`config.mk`:
```
export PLATFORM = sky130hd
export DESIGN_NAME = tile_row_rle_decoder
export DESIGN_NICKNAME = d
export VERILOG_FILES = /design/src/sv/trrd_pkg.sv /design/src/sv/tile_row_rle_decoder.sv /design/src/sv/trrd_regs.sv /design/src/sv/trrd_dp.sv /design/src/sv/trrd_ctrl.sv
export SDC_FILE = /design/constraint.sdc
export NUM_CORES = 1
export LEC_CHECK = 0
export ABC_CLOCK_PERIOD_IN_PS = 2500
export BUFFER_PORTS_ARGS = -buffer_cell sky130_fd_sc_hd__buf_2
export CORE_MARGIN = 1
export CORE_UTILIZATION = 45
export CTS_CLUSTER_SIZE = 14
export DETAILED_ROUTE_END_ITERATION = 6
export PLACE_DENSITY_LB_ADDON = 0.3
export RECOVER_POWER = 50
export SLEW_MARGIN = 40
export SYNTH_ARGS = -nofsm -noshare
export SYNTH_HDL_FRONTEND = slang
export SYNTH_SLANG_ARGS = --single-unit
```
`constraint.sdc`:
```
create_clock -name clk -period 2.5 [get_ports clk]
set_input_delay 0.375 -clock clk [delete_from_list [all_inputs] [get_ports clk]]
set_output_delay 0.375 -clock clk [all_outputs]
set_load 0.005 [all_outputs]
```
`src/sv/trrd_pkg.sv`:
```
// shared types and constants for the tile row run-length decoder
// no dependencies; imported by every module of the block
package trrd_pkg;

  localparam int ROW_WIDTH = 128;
  localparam int COL_W     = ($clog2(ROW_WIDTH) > 7) ? $clog2(ROW_WIDTH) : 7;
  localparam int CNT_W     = 5;   // longest run is 17 tiles

  localparam int ADDR_W = 5;
  localparam int DATA_W = 64;
  localparam int SRT_W  = 40;
  localparam int LRT_W  = 24;

  // register index, taken from paddr[4:3]
  localparam logic [1:0] REG_SHORT_LO = 2'd0;
  localparam logic [1:0] REG_SHORT_HI = 2'd1;
  localparam logic [1:0] REG_LONG     = 2'd2;

  localparam logic [SRT_W-1:0] SHORT_LO_RST = 40'h6759510762;
  localparam logic [SRT_W-1:0] SHORT_HI_RST = 40'h4B5E4E216A;
  localparam logic [LRT_W-1:0] LONG_RST     = 24'h5F5200;

  localparam logic [7:0] CODE_SHORT = 8'h80;
  localparam logic [7:0] CODE_LONG  = 8'hD0;

  typedef struct packed {
    logic [7:0] code_byte;
    logic       row_start;
  } code_in_t;

  typedef struct packed {
    logic [7:0] tile_value;
    logic [6:0] column;
    logic       row_end;
    logic       last_of_input;
  } tile_out_t;

  // controller to datapath
  typedef struct packed {
    logic load;
    logic emit;
  } dp_cmd_t;

  // datapath to controller
  typedef struct packed {
    logic skip;       // code byte lands on a full row without row_start
    logic slot_free;  // output register can take a tile
    logic last_tile;  // tile being emitted ends the code byte or the row
  } dp_sts_t;

endpackage

```
`src/sv/tile_row_rle_decoder.sv`:
```
// top level of the tile row run-length decoder
// depends on trrd_pkg, trrd_regs, trrd_dp, trrd_ctrl
//
//   channel  ports                                  beat
//   in       in_valid, in_stall, in_data            one code byte, row start flag
//   out      out_valid, out_stall, out_data         one tile with column and flags
//   cfg      psel, penable, pwrite, paddr, pwdata,  tile table registers, 64-bit data
//            prdata, pready
//
// a code byte is taken first, then its tiles go one per cycle from the run
// counter into the output register while the output register can take a tile
// a byte dropped on a full row is taken in the idle state and starts no run
// out_stall holds the run; the next byte is taken while the last tile waits
// after reset the row counts as full until a byte with row_start arrives
module tile_row_rle_decoder (
  input  logic                          clk,
  input  logic                          rst_n,
  input  logic                          in_valid,
  output logic                          in_stall,
  input  trrd_pkg::code_in_t            in_data,
  output logic                          out_valid,
  input  logic                          out_stall,
  output trrd_pkg::tile_out_t           out_data,
  input  logic                          psel,
  input  logic                          penable,
  input  logic                          pwrite,
  input  logic [trrd_pkg::ADDR_W-1:0]   paddr,
  input  logic [trrd_pkg::DATA_W-1:0]   pwdata,
  output logic [trrd_pkg::DATA_W-1:0]   prdata,
  output logic                          pready
);
  import trrd_pkg::*;

  logic [SRT_W-1:0] short_lo;
  logic [SRT_W-1:0] short_hi;
  logic [LRT_W-1:0] long_tiles;
  dp_cmd_t          cmd;
  dp_sts_t          sts;

  trrd_regs u_regs (
    .clk        (clk),
    .rst_n      (rst_n),
    .psel       (psel),
    .penable    (penable),
    .pwrite     (pwrite),
    .paddr      (paddr),
    .pwdata     (pwdata),
    .prdata     (prdata),
    .pready     (pready),
    .short_lo   (short_lo),
    .short_hi   (short_hi),
    .long_tiles (long_tiles)
  );

  trrd_dp u_dp (
    .clk        (clk),
    .rst_n      (rst_n),
    .in_data    (in_data),
    .short_lo   (short_lo),
    .short_hi   (short_hi),
    .long_tiles (long_tiles),
    .cmd        (cmd),
    .sts        (sts),
    .out_valid  (out_valid),
    .out_stall  (out_stall),
    .out_data   (out_data)
  );

  trrd_ctrl u_ctrl (
    .clk      (clk),
    .rst_n    (rst_n),
    .in_valid (in_valid),
    .in_stall (in_stall),
    .sts      (sts),
    .cmd      (cmd)
  );

endmodule

```
`src/sv/trrd_regs.sv`:
```
// tile table registers behind the apb-style configuration port
// depends on trrd_pkg
module trrd_regs (
  input  logic                          clk,
  input  logic                          rst_n,
  input  logic                          psel,
  input  logic                          penable,
  input  logic                          pwrite,
  input  logic [trrd_pkg::ADDR_W-1:0]   paddr,
  input  logic [trrd_pkg::DATA_W-1:0]   pwdata,
  output logic [trrd_pkg::DATA_W-1:0]   prdata,
  output logic                          pready,
  output logic [trrd_pkg::SRT_W-1:0]    short_lo,
  output logic [trrd_pkg::SRT_W-1:0]    short_hi,
  output logic [trrd_pkg::LRT_W-1:0]    long_tiles
);
  import trrd_pkg::*;

  logic [SRT_W-1:0] short_lo_r;
  logic [SRT_W-1:0] short_hi_r;
  logic [LRT_W-1:0] long_r;
  logic [1:0]       reg_idx;
  logic             wr_en;

  assign reg_idx = paddr[4:3];
  assign wr_en   = psel & penable & pwrite;
  assign pready  = 1'b1;

  always_ff @(posedge clk) begin
    if (!rst_n) begin
      short_lo_r <= SHORT_LO_RST;
      short_hi_r <= SHORT_HI_RST;
      long_r     <= LONG_RST;
    end else if (wr_en) begin
      case (reg_idx)
        REG_SHORT_LO: short_lo_r <= pwdata[SRT_W-1:0];
        REG_SHORT_HI: short_hi_r <= pwdata[SRT_W-1:0];
        REG_LONG:     long_r     <= pwdata[LRT_W-1:0];
        default: ;
      endcase
    end
  end

  always_comb begin
    unique case (reg_idx)
      REG_SHORT_LO: prdata = {{(DATA_W-SRT_W){1'b0}}, short_lo_r};
      REG_SHORT_HI: prdata = {{(DATA_W-SRT_W){1'b0}}, short_hi_r};
      REG_LONG:     prdata = {{(DATA_W-LRT_W){1'b0}}, long_r};
      default:      prdata = '0;
    endcase
  end

  assign short_lo   = short_lo_r;
  assign short_hi   = short_hi_r;
  assign long_tiles = long_r;

endmodule

```
`src/sv/trrd_dp.sv`:
```
// datapath: code decode, run counter, column counter and output register
// depends on trrd_pkg; driven by trrd_ctrl
module trrd_dp (
  input  logic                        clk,
  input  logic                        rst_n,
  input  trrd_pkg::code_in_t          in_data,
  input  logic [trrd_pkg::SRT_W-1:0]  short_lo,
  input  logic [trrd_pkg::SRT_W-1:0]  short_hi,
  input  logic [trrd_pkg::LRT_W-1:0]  long_tiles,
  input  trrd_pkg::dp_cmd_t           cmd,
  output trrd_pkg::dp_sts_t           sts,
  output logic                        out_valid,
  input  logic                        out_stall,
  output trrd_pkg::tile_out_t         out_data
);
  import trrd_pkg::*;

  logic [7:0]       tile_r, tile_nxt;
  logic [CNT_W-1:0] remain_r, remain_nxt;
  logic [COL_W-1:0] col_r, col_nxt;
  logic             row_done_r, row_done_nxt;
  logic             out_valid_r, out_valid_nxt;
  tile_out_t        out_data_r, out_data_nxt;

  logic [7:0]       code;
  logic [7:0]       dec_tile;
  logic [CNT_W-1:0] dec_count;
  logic [7:0]       short_tile;
  logic [7:0]       long_tile;
  logic             at_end;

  assign code = in_data.code_byte;

  always_comb begin
    unique case (code[6:3])
      4'd0:    short_tile = short_lo[7:0];
      4'd1:    short_tile = short_lo[15:8];
      4'd2:    short_tile = short_lo[23:16];
      4'd3:    short_tile = short_lo[31:24];
      4'd4:    short_tile = short_lo[39:32];
      4'd5:    short_tile = short_hi[7:0];
      4'd6:    short_tile = short_hi[15:8];
      4'd7:    short_tile = short_hi[23:16];
      4'd8:    short_tile = short_hi[31:24];
      default: short_tile = short_hi[39:32];
    endcase
  end

  // long index is bits 5:4 minus one, so codes d0, e0, f0 pick entries 0..2
  always_comb begin
    unique case (code[5:4])
      2'd1:    long_tile = long_tiles[7:0];
      2'd2:    long_tile = long_tiles[15:8];
      default: long_tile = long_tiles[23:16];
    endcase
  end

  always_comb begin
    if (code < CODE_SHORT) begin
      dec_tile  = code;
      dec_count = CNT_W'(1);
    end else if (code < CODE_LONG) begin
      dec_tile  = short_tile;
      dec_count = CNT_W'(code[2:0]) + CNT_W'(2);
    end else begin
      dec_tile  = long_tile;
      dec_count = CNT_W'(code[3:0]) + CNT_W'(2);
    end
  end

  assign at_end = (col_r >= COL_W'(ROW_WIDTH - 1));

  assign sts.skip      = row_done_r & ~in_data.row_start;
  assign sts.slot_free = ~out_valid_r | ~out_stall;
  assign sts.last_tile = (remain_r == CNT_W'(1)) | at_end;

  always_comb begin
    tile_nxt      = tile_r;
    remain_nxt    = remain_r;
    col_nxt       = col_r;
    row_done_nxt  = row_done_r;
    out_data_nxt  = out_data_r;
    out_valid_nxt = out_valid_r & out_stall;

    if (cmd.load) begin
      tile_nxt   = dec_tile;
      remain_nxt = dec_count;
      if (in_data.row_start) begin
        col_nxt      = '0;
        row_done_nxt = 1'b0;
      end
    end

    if (cmd.emit) begin
      out_valid_nxt              = 1'b1;
      out_data_nxt.tile_value    = tile_r;
      out_data_nxt.column        = col_r[6:0];
      out_data_nxt.row_end       = at_end;
      out_data_nxt.last_of_input = sts.last_tile;
      remain_nxt                 = remain_r - CNT_W'(1);
      if (at_end) begin
        col_nxt      = '0;
        row_done_nxt = 1'b1;
      end else begin
        col_nxt = col_r + COL_W'(1);
      end
    end
  end

  always_ff @(posedge clk) begin
    if (!rst_n) begin
      col_r       <= '0;
      row_done_r  <= 1'b1;
      out_valid_r <= 1'b0;
      remain_r    <= '0;
    end else begin
      col_r       <= col_nxt;
      row_done_r  <= row_done_nxt;
      out_valid_r <= out_valid_nxt;
      remain_r    <= remain_nxt;
    end
  end

  always_ff @(posedge clk) begin
    tile_r     <= tile_nxt;
    out_data_r <= out_data_nxt;
  end

  assign out_valid = out_valid_r;
  assign out_data  = out_data_r;

endmodule

```
`src/sv/trrd_ctrl.sv`:
```
// controller: takes a code byte, then steps the datapath one tile per beat
// depends on trrd_pkg; commands trrd_dp
module trrd_ctrl (
  input  logic                clk,
  input  logic                rst_n,
  input  logic                in_valid,
  output logic                in_stall,
  input  trrd_pkg::dp_sts_t   sts,
  output trrd_pkg::dp_cmd_t   cmd
);
  import trrd_pkg::*;

  localparam logic ST_IDLE = 1'b0;
  localparam logic ST_RUN  = 1'b1;

  logic state_r, state_nxt;

  always_comb begin
    state_nxt = state_r;
    cmd.load  = 1'b0;
    cmd.emit  = 1'b0;
    in_stall  = 1'b1;
    unique case (state_r)
      ST_IDLE: begin
        in_stall = 1'b0;
        cmd.load = in_valid;
        // a byte that lands on a full row without row_start is dropped here
        if (in_valid && !sts.skip) begin
          state_nxt = ST_RUN;
        end
      end
      ST_RUN: begin
        cmd.emit = sts.slot_free;
        if (sts.slot_free && sts.last_tile) begin
          state_nxt = ST_IDLE;
        end
      end
      default: state_nxt = ST_IDLE;
    endcase
  end

  always_ff @(posedge clk) begin
    if (!rst_n) begin
      state_r <= ST_IDLE;
    end else begin
      state_r <= state_nxt;
    end
  end

endmodule
```
; ---- Word level (Yosys, flattened, before mapping)
; Index checks and enable logic that the tools add are counted.
[op_classes]
n_eq_ne = 13
mux = 24
n_lt_le_gt_ge = 3
n_reduce_logical = 11
add_sub_neg = 4
bitwise_logic = 10
[ops]
columns = op, n
row1 = $pmux 40 s3, 1
row2 = $pmux 8 s9, 1
row3 = $mux 7, 4
row4 = $mux 5, 4
row5 = $eq 4x3->1 const B, 4
row6 = $lt 8x8->1 const B, 2
row7 = $mux 8, 2
row8 = $pmux 8 s2, 1
row9 = $mux 1, 10
row10 = $eq 4x2->1 const B, 2
row11 = $reduce_and 2->1, 4
row12 = $add 7x1->7 const B, 1
row13 = $ge 7x7->1 const B, 1
row14 = $add 4x2->5 const B, 1
row15 = $eq 5x1->1 const B, 1
row16 = $sub 5x1->5 const B, 1
row17 = $add 3x2->4 const B, 1
row18 = $and 1x1->1, 4
row19 = $eq 2x1->1 const B, 2
row20 = $eq 2x2->1 const B, 2
row21 = $eq 4x1->1 const B, 1
row22 = $eq 4x4->1 const B, 1
row23 = $logic_not 4->1, 1
row24 = $not 1->1, 4
row25 = 6 further kinds, 9
[totals]
word_cells = 78
ff_bits = 144

; ---- Logic depth before layout (Yosys ltp)
; Gate-level depths: netlist of the first run.
[depth]
word_depth = 6
mapped_depth = 9

; ---- Hierarchy
; A second synthesis of the first run with hierarchy kept.
[hier_totals]
hier_cells = 860
hier_area_um2 = 7736.2
[by_module_without_submodules]
columns = mod, cells_per_inst, seq_area_each_um2, instances, area_each_um2
row1 = trrd_regs, 557, 2082.0, 1, 4932.2
row2 = trrd_dp, 297, 1031.0, 1, 2750.1
row3 = trrd_ctrl, 6, 20.0, 1, 53.8

; ---- Least setup slack after synthesis of the first run
; Ideal clock, no wire load.
[synth_path]
kind = input to register
startpoint = input in_data[6] (netlist bit)
endpoint = register u_dp.tile_r[6], data pin
cell_stages = 8
path_buffers = 3
arrival_ps = 1765
setup_slack_ps = 474
setup_time_ps = 260
cell_sequence = buf_4 clkinv_1 ha_1 clkbuf_1 clkbuf_1 a211oi_1 o21ai_0 o21ai_1
[synth_via]
elab_chain_len = 4
word_cells_on_any_way = 17
cone_classes = 2 x order compare / 10 x eq/ne / 4 x mux / 1 x reduce/logical
[synth_rtl]
columns = item, line_no
row1 = start: declaration, tile_row_rle_decoder.sv:20  ; input trrd_pkg::code_in_t in_data,
row2 = "parallel branches: the longest is 3 deep, another holds $lt 8x8->1", n/a
row3 = $mux 8 (*), trrd_dp.sv:59  ; if (code < CODE_SHORT) begin
row4 = via u_dp.dec_tile[6], trrd_dp.sv:26  ; logic [7:0] dec_tile;
row5 = end signal: assignment, trrd_dp.sv:125  ; tile_r <= tile_nxt;
row6 = end: declaration, trrd_dp.sv:18  ; logic [7:0] tile_r, tile_nxt;
; Mark *: on every way through the listed nets, which the timed path passes.
; A chain may end at the register's enable or synchronous reset.

; ---- Worst setup path after layout of the first run
[layout_path]
startpoint = input paddr[4] (netlist bit)
endpoint = register u_regs.long_r[7], in the netlist u_regs.long_tiles[7]
[layout_via]
elab_chain_len = 2
[layout_rtl]
columns = item, line_no
row1 = start: declaration, tile_row_rle_decoder.sv:27  ; input logic [trrd_pkg::ADDR_W-1:0] paddr,
row2 = $eq 2x2->1, trrd_regs.sv:35  ; case (reg_idx)
row3 = $reduce_and 2->1 (no source line), n/a
row4 = end signal: assignment, trrd_regs.sv:38  ; REG_LONG: long_r <= pwdata[LRT_W-1:0];
row5 = end: declaration, trrd_regs.sv:21  ; logic [LRT_W-1:0] long_r;
; No other way between the ends.

==> summary.md, run 1 <==
| Metric | Value |
|---|---|
| Largest area contributor in the netlist | dfxtp_1 |
| Status | finished, final reports clean |
| Max clock buf depth | 2 |
| H-tree Lvls | 4 |
| CP Cell Sequence | clkbuf_1, nor2b_1, buf_4, nand4_1, clkbuf_1, nand2_1, a21oi_1 |
| Final hold violation count | 0 |
| Slowest stage cell, crit path | clkbuf_1 |
| Distinct cells, synth | 61 |
| Worst reg2reg setup slack | 0.48 ns |
| Post-synth top area share | 0.329 |
| TNS Setup | 0 ns |
| Req. time, crit path | around 2.9 ns |
| Vias post-DR | a little under 7000 |
| Syn Area/Cell | approximately 8 sq um |
| Floorplan die height | 129 um |
| # resized after CTS | 0 |
| Crit end category | flip-flop |
| Worst hold path startpoint | pwdata[33] |
| CTS Sinks | 144 |
| Final WL | 21600 um |
| Synth Instances | 903 |
| Clk_skew | 0.00677 ns |
| Num CTS Buffers | 17 |
| Buffers added on ports | 116 |
| Fmax | 0.491 GHz |
| Fin. max-slew vios | 0 |
| Worst Path Arrival | ~2.4 ns |
| Postcts setup bufs | 0 |
| Post-synthesis sequential area ratio | 0.432 |
| Boundary pin count | approximately 170 |
| Most frequent cells in the layout | nand2_1, dfxtp_1, buf_2 |
| Starting Density | 0.458 |
| # diodes | 0 |
| Largest net degree at the start of global routing | a little under 50 |
| Relative slew slack | 0.112 |
| Worst Hold End | u_regs.short_hi[33] |
| HPWL after DPL | 14700 um |
| CTS tree | done |
| Hold WC Path Type | input pin to flip-flop |
| Leakage power | 3.46 nW |
| Antenna violations before repair | 0 |
| Cells after DPL | 1184 |
| Period utilisation layout | 0.815 |
| Final #Nets | 1079 |
| R2r endpoint | u_dp.col_r[2] |
| Worst IR Drop VDD | 0.501 mV |
| Critical path's largest stage delay | 0.98 ns |
| Top FF cell, synth | dfxtp_1 |
| Clk_lat worst skew | 0.43 ns |
| CP Max Fanout | 25 |
| Number of routed nets with antenna violations | 0 |
| Clock Pin Slew Worst Setup and Hold Paths | ~0.060 ns |
| DR DRC count | 0 |
| Std-Cell Rows | between 40 and 50 |
| Commonest non-fill, non-tap cell in the layout | nand2_1 |
| Mapped Area | 0.00725 sq mm |
| Global-route wire length before repair | 33400 um |
| Number of flops mapped to enable cells by yosys | 25 |
| Crit-path most repeated cell | clkbuf_1 |
| Hold depth | 3 |
| CTS root buffer | clkbuf_16 |
| Hold Buf Count CTS | 0 |
| Die area | approximately 0.017 sq mm |
| Synthesized flop and latch total | 144 |
| Critical R2R Launch | u_ctrl.state_r |
| Die width | 129 um |
| Final setup fails | 0 |
| Max-cap check violation count | 0 |
| Grt total ovfl | 0 |
| Yosys warning count | 0 |
| Fill count | 1556 |
| Critical path type | input pin to flip-flop |
| Minimum clock period after layout | 2.04 ns |
| Pwr/cell area | between 600 and 700 mW/mm^2 |
| Via-to-Cell Ratio | 5.60 |
| GRT Util Overall | 0.267 |
| Largest cells by area after synthesis | dfxtp_1, nand2_1, edfxtp_1 |
| Initial DRC Count | 529 |
| Pre-antenna DRT Iters | 5 |
| Register area | 0.00313 sq mm |
| Area grow syn2layout | 16.2% |
| Core area | approximately 0.016 sq mm |
| GPL Wtd Cong | between 0.9 and 1 |
| Final Instance Count excl. Fillers | 1216 |
| RSZ-0062 raised after global routing | false |
| Asr flop ratio synth | 0 |
| Worst Tran Pin Value | 1.33 ns |
| Vias in the first global route | 6048 |
| R2R cell count | 6 |
| CP Launch Type | input pin |
| Layout cells sized above 1 | 0.166 |
| Multi-input logic area | 0.00363 sq mm |
| Wirelength per Cell | 17.8 um |
-- worst max-delay path, delay by kind of cell --
family | cells | cell delay (ns)
AO/OA/AOI/OAI | 1 | 0.20
AND/OR/NAND/NOR | 3 | 0.41
buffers and inverters | 3 | 1.39
-- cells by family after synthesis --
family                   synth area share
multiplexers                       0.0784
flip-flops                          0.432
AND/OR/NAND/NOR                     0.234
other                             0.00104
XOR/XNOR                          0.00224
buffers and inverters              0.0772
adder cells (fa/ha/maj)            0.0121
AO/OA/AOI/OAI                       0.163
-- layer usage --
| metal | part of all wire | routed length (um) | track usage |
|---|---|---|---|
| met5 | 0 | 0 | 0 |
| met4 | 0.030 | 643 | 0.117 |
| met3 | 0.078 | 1680 | 0.0541 |
| met2 | 0.45 | 9670 | 0.399 |
| met1 | 0.45 | 9640 | 0.372 |
-- synthesized netlist by cell type, types with 10 or more instances --
library cell	n
a211oi_1	10
a21oi_1	74
a22oi_1	16
buf_2	21
buf_4	27
clkbuf_1	42
dfxtp_1	119
edfxtp_1	25
mux2i_1	50
nand2_1	247
nand3_1	61
nor2_1	49
nor3_1	13
o21ai_0	43
-- layout make-up --
class | instances | share of cell area
Timing Repair Buffer | 136 | 0.0848
Tap cell | 216 | 0.0321
Clock buffer | 20 | 0.0554
Sequential cell | 144 | 0.372
Clock inverter | 12 | 0.0184
Inverter | 13 | 0.00579
Multi-Input combinational cell | 675 | 0.432
-- registers in the layout, summed over array words and instances (netlist names) --
signal and count:
u_dp.col_r 7, u_dp.out_data 17, u_dp.out_valid 1, u_regs.long_tiles 24, u_regs.short_hi 40, u_ctrl.state_r 1
u_dp.tile_r 8, u_regs.short_lo 40, u_dp.remain_r 5, u_dp.row_done_r 1
-- worst max-delay path by stage --
stage,slack [ns],depth (start not counted),endpoint,from
floorplan,0.47,8,u_dp.tile_r[6],in_data[6]
global placement,0.34,8,u_dp.tile_r[7],in_data[6]
detailed placement,0.31,8,u_dp.tile_r[7],in_data[6]
CTS,0.51,6,u_dp.col_r[2],u_ctrl.state_r
global route,0.31,6,u_dp.col_r[2],u_ctrl.state_r
finish,0.46,7,u_regs.long_tiles[7],paddr[4]
-- power by group --
group	total (W)	internal [W]	switching, W
sequential	0.00250	0.00245	0.0000533
clock	0.00266	0.00165	0.00101
combinational	0.000625	0.000232	0.000392
-- through the flow --
stage               setup WS [ns]  total power, W  hold WS (ns)  instance area, sq um   util
global placement            0.345         0.00317         0.403                  7870  0.497
finish                      0.463         0.00579         0.174                  8420  0.532
global route                0.306         0.00598         0.186                  8420  0.532
CTS                         0.513         0.00581         0.168                  8490  0.537
detailed placement          0.307         0.00317         0.411                  7870  0.497
floorplan                   0.474         0.00296         0.400                  7330      -
Power figures use the tool's default switching activity.
==> run 2: changes to the inputs <==
--- a/config.mk
+++ b/config.mk
@@ -5,7 +5,8 @@
 export SDC_FILE = /design/constraint.sdc
 export NUM_CORES = 1
 export LEC_CHECK = 0
-export ABC_CLOCK_PERIOD_IN_PS = 2500
+export ABC_AREA = 1
+export ABC_CLOCK_PERIOD_IN_PS = 1900
 export BUFFER_PORTS_ARGS = -buffer_cell sky130_fd_sc_hd__buf_2
 export CORE_MARGIN = 1
 export CORE_UTILIZATION = 45
==> constraint.sdc (replaced) <==
create_clock -name clk -period 1.9 [get_ports clk]
set_input_delay 0.285 -clock clk [delete_from_list [all_inputs] [get_ports clk]]
set_output_delay 0.285 -clock clk [all_outputs]
set_load 0.005 [all_outputs]
==> summary.md, run 2 <==
| Metric | Value |
|---|---|
| Post-synth top area share | 0.336 (was 0.329) |
| Fmax | approximately 0.57 GHz |
| Synthesized flop and latch total | 144 (unchanged) |
| Yosys warning count | 0 (unchanged) |
| TNS Setup | 0 ns (unchanged) |
| Req. time, crit path | 1.62 ns (was 2.86 ns) |
| Register area | 0.00313 sq mm (unchanged) |
| Floorplan die height | 128 um (was 129 um) |
| Worst Tran Pin Value | 0.931 ns (was 1.33 ns) |
| Power Total | 0.00780 W (was 0.00579 W) |
| CTS root buffer | clkbuf_16 (unchanged) |
| R2r endpoint | u_dp.remain_r[2] (was u_dp.col_r[2]) |
| RSZ-0062 raised after global routing | false (unchanged) |
| Distinct cells, synth | 37 (was 61) |
| # diodes | 0 (unchanged) |
| Gate power share | 0.116 (was 0.108) |
| Period utilisation layout | 0.916 |
| Max-cap check violation count | 0 (unchanged) |
| CTS Sinks | 144 (unchanged) |
| Final #Nets | 1202 (was 1079) |
| Via-to-Cell Ratio | 5.34 (was 5.60) |
| Antenna violations before repair | 0 (unchanged) |
| Top post-synthesis cells by count | nand2_1, nor2_1, nand3_1 (was nand2_1, dfxtp_1, a21oi_1) |
| Syn Area/Cell | 7.10 sq um (was 8.03 sq um) |
| CP Launch Type | input pin (unchanged) |
| Largest cells by area after synthesis | dfxtp_1, nand2_1, edfxtp_1 (unchanged) |
| Power Internal | 0.00588 W (was 0.00433 W) |
| Commonest non-fill, non-tap cell in the layout | nand2_1 (unchanged) |
| Core area | 0.0153 sq mm (was 0.0158 sq mm) |
| Largest net degree at the start of global routing | 43 (was 49) |
| Clk_skew | 0.00893 ns (was 0.00677 ns) |
| Critical R2R Launch | u_dp.out_valid (was u_ctrl.state_r) |
| # resized after CTS | 0 (unchanged) |
| GPL Wtd Cong | 0.985 (was 0.927) |
| Mapped Area | 0.00709 sq mm (was 0.00725 sq mm) |
| Max clock buf depth | 2 (unchanged) |
| Synth Instances | 998 (was 903) |
| Starting Density | 0.463 (was 0.458) |
| Post-synthesis sequential area ratio | 0.442 (was 0.432) |
| Global-route wire length before repair | 34400 um (was 33400 um) |
| Pwr/cell area | 909 mW/mm^2 (was 687 mW/mm^2) |
| R2R cell count | 9 (was 6) |
| Buffers added on ports | 116 (unchanged) |
| Pre-antenna DRT Iters | 7 (was 5) |
| Layout cells sized above 1 | 0.170 (was 0.166) |
| Switching power share of the total | 0.246 (was 0.252) |
| Hold depth | 3 (unchanged) |
| Worst reg2reg setup slack | 0.28 ns (was 0.48 ns) |
| DR DRC count | 0 (unchanged) |
| Share of power burned in registers | 0.423 (was 0.432) |
| Final hold violation count | 0 (unchanged) |
| NetSw | 0.00192 W (was 0.00146 W) |
| Fill count | 1520 (was 1556) |
| Minimum clock period after layout | around 1.7 ns |
| Die width | 128 um (was 129 um) |
| Most frequent cell after synthesis | nand2_1 (unchanged) |
| Crit end category | output pin (was flip-flop) |
| Relative slew slack | 0.379 (was 0.112) |
| Cell area after layout | 0.00858 sq mm (was 0.00842 sq mm) |
| Final WL | 22200 um (was 21600 um) |
| Number of routed nets with antenna violations | 0 (unchanged) |
| HPWL after DPL | 15100 um (was 14700 um) |
| Wirelength per Cell | 16.7 um (was 17.8 um) |
| Hold WC Path Type | input pin to flip-flop (unchanged) |
| Worst IR Drop VDD | 0.639 mV (was 0.501 mV) |
| Clock Pin Slew Worst Setup and Hold Paths | 0.06 ns (about the same) |
| Leakage power | 4.09 nW (was 3.46 nW) |
| Number of flops mapped to enable cells by yosys | 25 (unchanged) |
| Die area | 0.0163 sq mm (was 0.0166 sq mm) |
| Fin. max-slew vios | 0 (unchanged) |
| Critical path type | input pin to output pin (was input pin to flip-flop) |
| Top FF cell, synth | dfxtp_1 (unchanged) |
| Final setup fails | 0 (unchanged) |
| CP Max Fanout | 38 (was 25) |
| GRT Util Overall | 0.279 (was 0.267) |
| H-tree Lvls | 4 (unchanged) |
| CTS tree | done (unchanged) |
| Hold Buf Count CTS | 0 (unchanged) |
| Worst Path Arrival | 1.46 ns (was 2.40 ns) |
| Largest area contributor in the netlist | dfxtp_1 (unchanged) |
| Clock power share | 0.461 (was 0.460) |
| Worst Hold End | u_regs.short_lo[30] (was u_regs.short_hi[33]) |
| Multi-input logic area | 0.00343 sq mm (was 0.00363 sq mm) |
| Grt total ovfl | 0 (unchanged) |
| Vias in the first global route | 6436 (was 6048) |
| Std-Cell Rows | 45 (was 46) |
| Area grow syn2layout | 21.0% (was 16.2%) |
| Num CTS Buffers | 17 (unchanged) |
| Vias post-DR | 7125 (was 6806) |
| Postcts setup bufs | 0 (unchanged) |
| Worst hold path startpoint | pwdata[30] (was pwdata[33]) |
| Status | finished, final reports clean (unchanged) |
| Initial DRC Count | 764 (was 529) |
| Placed cell area | 0.00796 sq mm (was 0.00787 sq mm) |
| Asr flop ratio synth | 0 (unchanged) |
| Clk_lat worst skew | 0.43 ns (about the same) |
| Most frequent cells in the layout | nand2_1, nor2_1, nand3_1 (was nand2_1, dfxtp_1, buf_2) |
| Boundary pin count | 169 (unchanged) |
==> run 2: cell count changes in the layout (fill, tap and decap cells not counted), sizes merged, moves of 25 or more <==
| cell | delta |
|---|---|
| mux2i | -50 |
| nand3 | +83 |
| nor2 | +121 |
| inv | +25 |
| o21ai | +36 |
| buf | +30 |
| a21oi | -45 |
==> run 2: power groups by stage <==
stage                     Combinational [W]  Sequential, W  Clock, W
after floorplan                    0.000532        0.00335         0
after detailed placement           0.000893        0.00336         0
after global placement             0.000884        0.00336         0
final                              0.000902        0.00330   0.00360
after global routing               0.000993        0.00331   0.00376
after CTS                          0.000897        0.00330   0.00362
==> run 2: logic make-up after synthesis <==
| logic type | Yosys count | share of synthesized area |
|---|---|---|
| and+or+nand+nor | 577 | 0.339 |
| adders and majority gates | 7 | 0.0124 |
| buffers and inverters | 124 | 0.0872 |
| xor gates and xnor gates | 2 | 0.00247 |
| other | 2 | 0.00106 |
| AOI/OAI and AO/OA | 142 | 0.116 |
| DFF | 144 | 0.442 |
==> run 2: cell type report <==
type	instances	area share
Timing Repair Buffer	152	0.112
Clock buffer	23	0.0559
Inverter	42	0.0185
Clock inverter	9	0.0178
Multi-Input combinational cell	753	0.400
Tap cell	211	0.0308
Sequential cell	144	0.365
==> run 2: routing by layer <==
layer  vias to the layer above  share of wire  GRT usage
met5                         -              0          0
met4                         0          0.031      0.127
met3                        47          0.087     0.0683
met2                       363           0.45      0.429
met1                      3268           0.43      0.370
li1                       3447              -          -
==> run 2: through the flow <==
stage	utilization	setup WS [ns]	std cells	hold slack (ns)
3_5_place_dp	0.520	0.143	1302	0.408
2_1_floorplan	-	0.177	1021	0.400
3_3_place_gp	0.520	0.145	1302	0.405
5_1_grt	0.560	0.0720	1334	0.0817
4_1_cts	0.561	0.179	1334	0.0700
6_report	0.560	0.159	1334	0.0786
==> run 2: how the worst max path moves through the flow <==
| stage | start | endpoint | depth (start not counted) |
|---|---|---|---|
| 2_1_floorplan | u_dp.out_valid | u_dp.remain_r[2] | 8 |
| 3_3_place_gp | in_data[5] | u_dp.tile_r[0] | 8 |
| 3_5_place_dp | in_data[4] | u_dp.tile_r[1] | 9 |
| 4_1_cts | paddr[4] | prdata[22] | 8 |
| 5_1_grt | paddr[4] | u_regs.long_tiles[3] | 8 |
| 6_report | paddr[4] | prdata[22] | 8 |
==> run 2: critical path: stages <==
cell and delay [ns]:
clkbuf_1 0.09, inv_1 0.07, nand2_1 0.16, inv_1 0.17
buf_12 0.24, nand2_1 0.09, o211ai_1 0.16, buf_2 0.17
==> run 3: changes to the inputs <==
--- a/config.mk
+++ b/config.mk
@@ -5,15 +5,14 @@
 export SDC_FILE = /design/constraint.sdc
 export NUM_CORES = 1
 export LEC_CHECK = 0
-export ABC_AREA = 1
 export ABC_CLOCK_PERIOD_IN_PS = 1900
 export BUFFER_PORTS_ARGS = -buffer_cell sky130_fd_sc_hd__buf_2
+export CORE_ASPECT_RATIO = 1.25
 export CORE_MARGIN = 1
 export CORE_UTILIZATION = 45
 export CTS_CLUSTER_SIZE = 14
 export DETAILED_ROUTE_END_ITERATION = 6
 export PLACE_DENSITY_LB_ADDON = 0.3
-export RECOVER_POWER = 50
 export SLEW_MARGIN = 40
 export SYNTH_ARGS = -nofsm -noshare
 export SYNTH_HDL_FRONTEND = slang
==> summary.md, run 3 (synthesized netlist as in run 1, its figures left out) <==
| Metric | Value |
|---|---|
| HPWL after DPL | 15600 um (was 15100 um) |
| Commonest non-fill, non-tap cell in the layout | nand2_1 (unchanged) |
| Critical path type | flip-flop to flip-flop (was input pin to output pin) |
| Share of power burned in registers | 0.421 (was 0.423) |
| Postcts setup bufs | 0 (unchanged) |
| Min Hold Slack | 0.0793 ns (was 0.0786 ns) |
| Family with the most delay on the worst path | compound AO/OA/AOI/OAI gates (was buffers and inverters) |
| Die width | 116 um (was 128 um) |
| Clk_skew | 0.00574 ns (was 0.00893 ns) |
| Power Internal | 0.00594 W (was 0.00588 W) |
| # diodes | 0 (unchanged) |
| Most frequent cells in the layout | nand2_1, dfxtp_1, buf_2 (was nand2_1, nor2_1, nand3_1) |
| Clk_lat worst skew | 0.43 ns (about the same) |
| Number of routed nets with antenna violations | 0 (unchanged) |
| CP Cell Sequence | mux2_2, a221oi_1, buf_4, a21oi_1, o221ai_1, o21ai_0 (was clkbuf_1, inv_1, nand2_1, inv_1, buf_12, nand2_1, o211ai_1, buf_2) |
| Power Total | 0.00781 W (was 0.00780 W) |
| Fmax | 0.600 GHz (was 0.574 GHz) |
| Boundary pin count | 169 (unchanged) |
| Worst setup margin | 0.235 ns (was 0.159 ns) |
| Fin. max-slew vios | 0 (unchanged) |
| Clock power share | 0.463 (was 0.461) |
| GRT Util Overall | 0.273 (was 0.279) |
| Initial DRC Count | 579 (was 764) |
| Placement Setup Slack | -0.0453 ns (was 0.143 ns) |
| Multi-input logic area | 0.00365 sq mm (was 0.00343 sq mm) |
| Hold WC Path Type | input pin to flip-flop (unchanged) |
| Crit end category | flip-flop (was output pin) |
| Vias post-DR | 6894 (was 7125) |
| Floorplan die height | 144 um (was 128 um) |
| Final setup fails | 0 (unchanged) |
| Grt total ovfl | 0 (unchanged) |
| Switching power share of the total | 0.240 (was 0.246) |
| H-tree Lvls | 4 (unchanged) |
| Worst Path Arrival | 1.83 ns (was 1.46 ns) |
| Final core occ | 0.564 (was 0.560) |
| CP Launch Type | flip-flop (was input pin) |
| Critical path's largest stage delay | 0.33 ns (was 0.24 ns) |
| R2R cell count | 6 (was 9) |
| Slowest stage cell, crit path | dfxtp_1 (was buf_12) |
| Antenna violations before repair | 0 (unchanged) |
| CTS tree | done (unchanged) |
| DR DRC count | 0 (unchanged) |
| # resized after CTS | 0 (unchanged) |
| Num CTS Buffers | 17 (unchanged) |
| Minimum clock period after layout | 1.67 ns (was 1.74 ns) |
| CTS Sinks | 144 (unchanged) |
| GPL Wtd Cong | 0.918 (was 0.985) |
| Std-Cell Rows | 51 (was 45) |
| Gate power share | 0.116 (about the same) |
| Status | finished, final reports clean (unchanged) |
| Area grow syn2layout | 21.5% (was 21.0%) |
| Worst IR Drop VDD | 0.517 mV (was 0.639 mV) |
| Via-to-Cell Ratio | 5.52 (was 5.34) |
| Final hold violation count | 0 (unchanged) |
| Leakage power | 3.74 nW (was 4.09 nW) |
| Hold Buf Count CTS | 0 (unchanged) |
| Final #Nets | 1116 (was 1202) |
| Die area | 0.0166 sq mm (was 0.0163 sq mm) |
| Vias in the first global route | 6229 (was 6436) |
| Pre-antenna DRT Iters | 5 (was 7) |
| Hold depth | 3 (unchanged) |
| NetSw | 0.00188 W (was 0.00192 W) |
| Starting Density | 0.464 (was 0.463) |
| Stages on worst setup path | 6 (was 8) |
| CTS root buffer | clkbuf_16 (unchanged) |
| Clock Pin Slew Worst Setup and Hold Paths | 0.06 ns (about the same) |
| Buffers added on ports | 116 (unchanged) |
| Global-route wire length before repair | 34000 um (was 34400 um) |
| Wirelength per Cell | 17.4 um (was 16.7 um) |
| Pwr/cell area | 887 mW/mm^2 (was 909 mW/mm^2) |
| WP buf/inv | 1 (was 5) |
| Core area | 0.0156 sq mm (was 0.0153 sq mm) |
| Period utilisation layout | 0.877 (was 0.916) |
| CP Max Fanout | 3 (was 38) |
| Register area | 0.00313 sq mm (unchanged) |
| Max-cap check violation count | 0 (unchanged) |
| Fill count | 1457 (was 1520) |
| Max clock buf depth | 2 (unchanged) |
| RSZ-0062 raised after global routing | false (unchanged) |
| Final WL | 21800 um (was 22200 um) |
| Layout cells sized above 1 | 0.220 (was 0.170) |
| Req. time, crit path | 2.07 ns (was 1.62 ns) |
| Largest net degree at the start of global routing | 72 (was 43) |
-- run 3: changes by cell type in the layout (fill, tap and decap cells not counted), moves of 7 or more --
cell      change
a22o_1       -15
a22oi_1      +15
nor2_1      -112
buf_2         +7
a211oi_1      +9
a21oi_1      +49
inv_1        -26
buf_4        +29
nand3_1      -84
nor3_1       +10
mux2i_1      +50
clkbuf_1     -11
o21ai_0      -38
-- run 3: path summary, 6_finish.rpt --
kind                                     startpoint             endpoint  slack, ns
worst max-delay path            u_regs.short_hi[17]       u_dp.tile_r[1]       0.23
worst min-delay path                     pwdata[30]  u_regs.short_lo[30]       0.08
worst max register to register  u_regs.short_hi[17]       u_dp.tile_r[1]       0.23
worst min register to register       u_dp.tile_r[1]    u_dp.out_data[10]       0.42
-- run 3: per-layer routing --
metal  vias to the layer above  GRT usage  share of wire
li1                       3326          -              -
met1                      3253      0.346           0.41
met2                       274      0.448           0.49
met3                        41     0.0599          0.063
met4                         0      0.110          0.028
met5                         -          0              0
-- run 3: metrics by stage --
stage / cells / cell area [sq um] / setup TNS (ns)
after floorplan: 926 / 7340 / 0
after global placement: 1217 / 8170 / 0
after detailed placement: 1217 / 8170 / -0.0485
after CTS: 1249 / 8810 / 0
after global routing: 1249 / 8810 / 0
final: 1249 / 8810 / 0
-- run 3: area by class of cell --
class                      instances  area share
multi-input combinational        675       0.414
sequential                       144       0.356
timing repair buffer             173       0.122
clock buffer                      22      0.0551
tap                              212      0.0301
clock inverter                    10      0.0176
inverter                          13     0.00568
-- run 3: power groups by stage --
stage,sequential [W],combinational [W],clock [W]
finish,0.00329,0.000908,0.00362
global route,0.00330,0.00100,0.00379
CTS,0.00329,0.000905,0.00365
detailed placement,0.00335,0.000900,0
global placement,0.00335,0.000897,0
floorplan,0.00333,0.000567,0
-- run 3: tightest hold or removal path, delay by kind of cell --
family / cells / cell delay, ns
simple gates: 2 / 0.11
buf+inv: 1 / 0.09
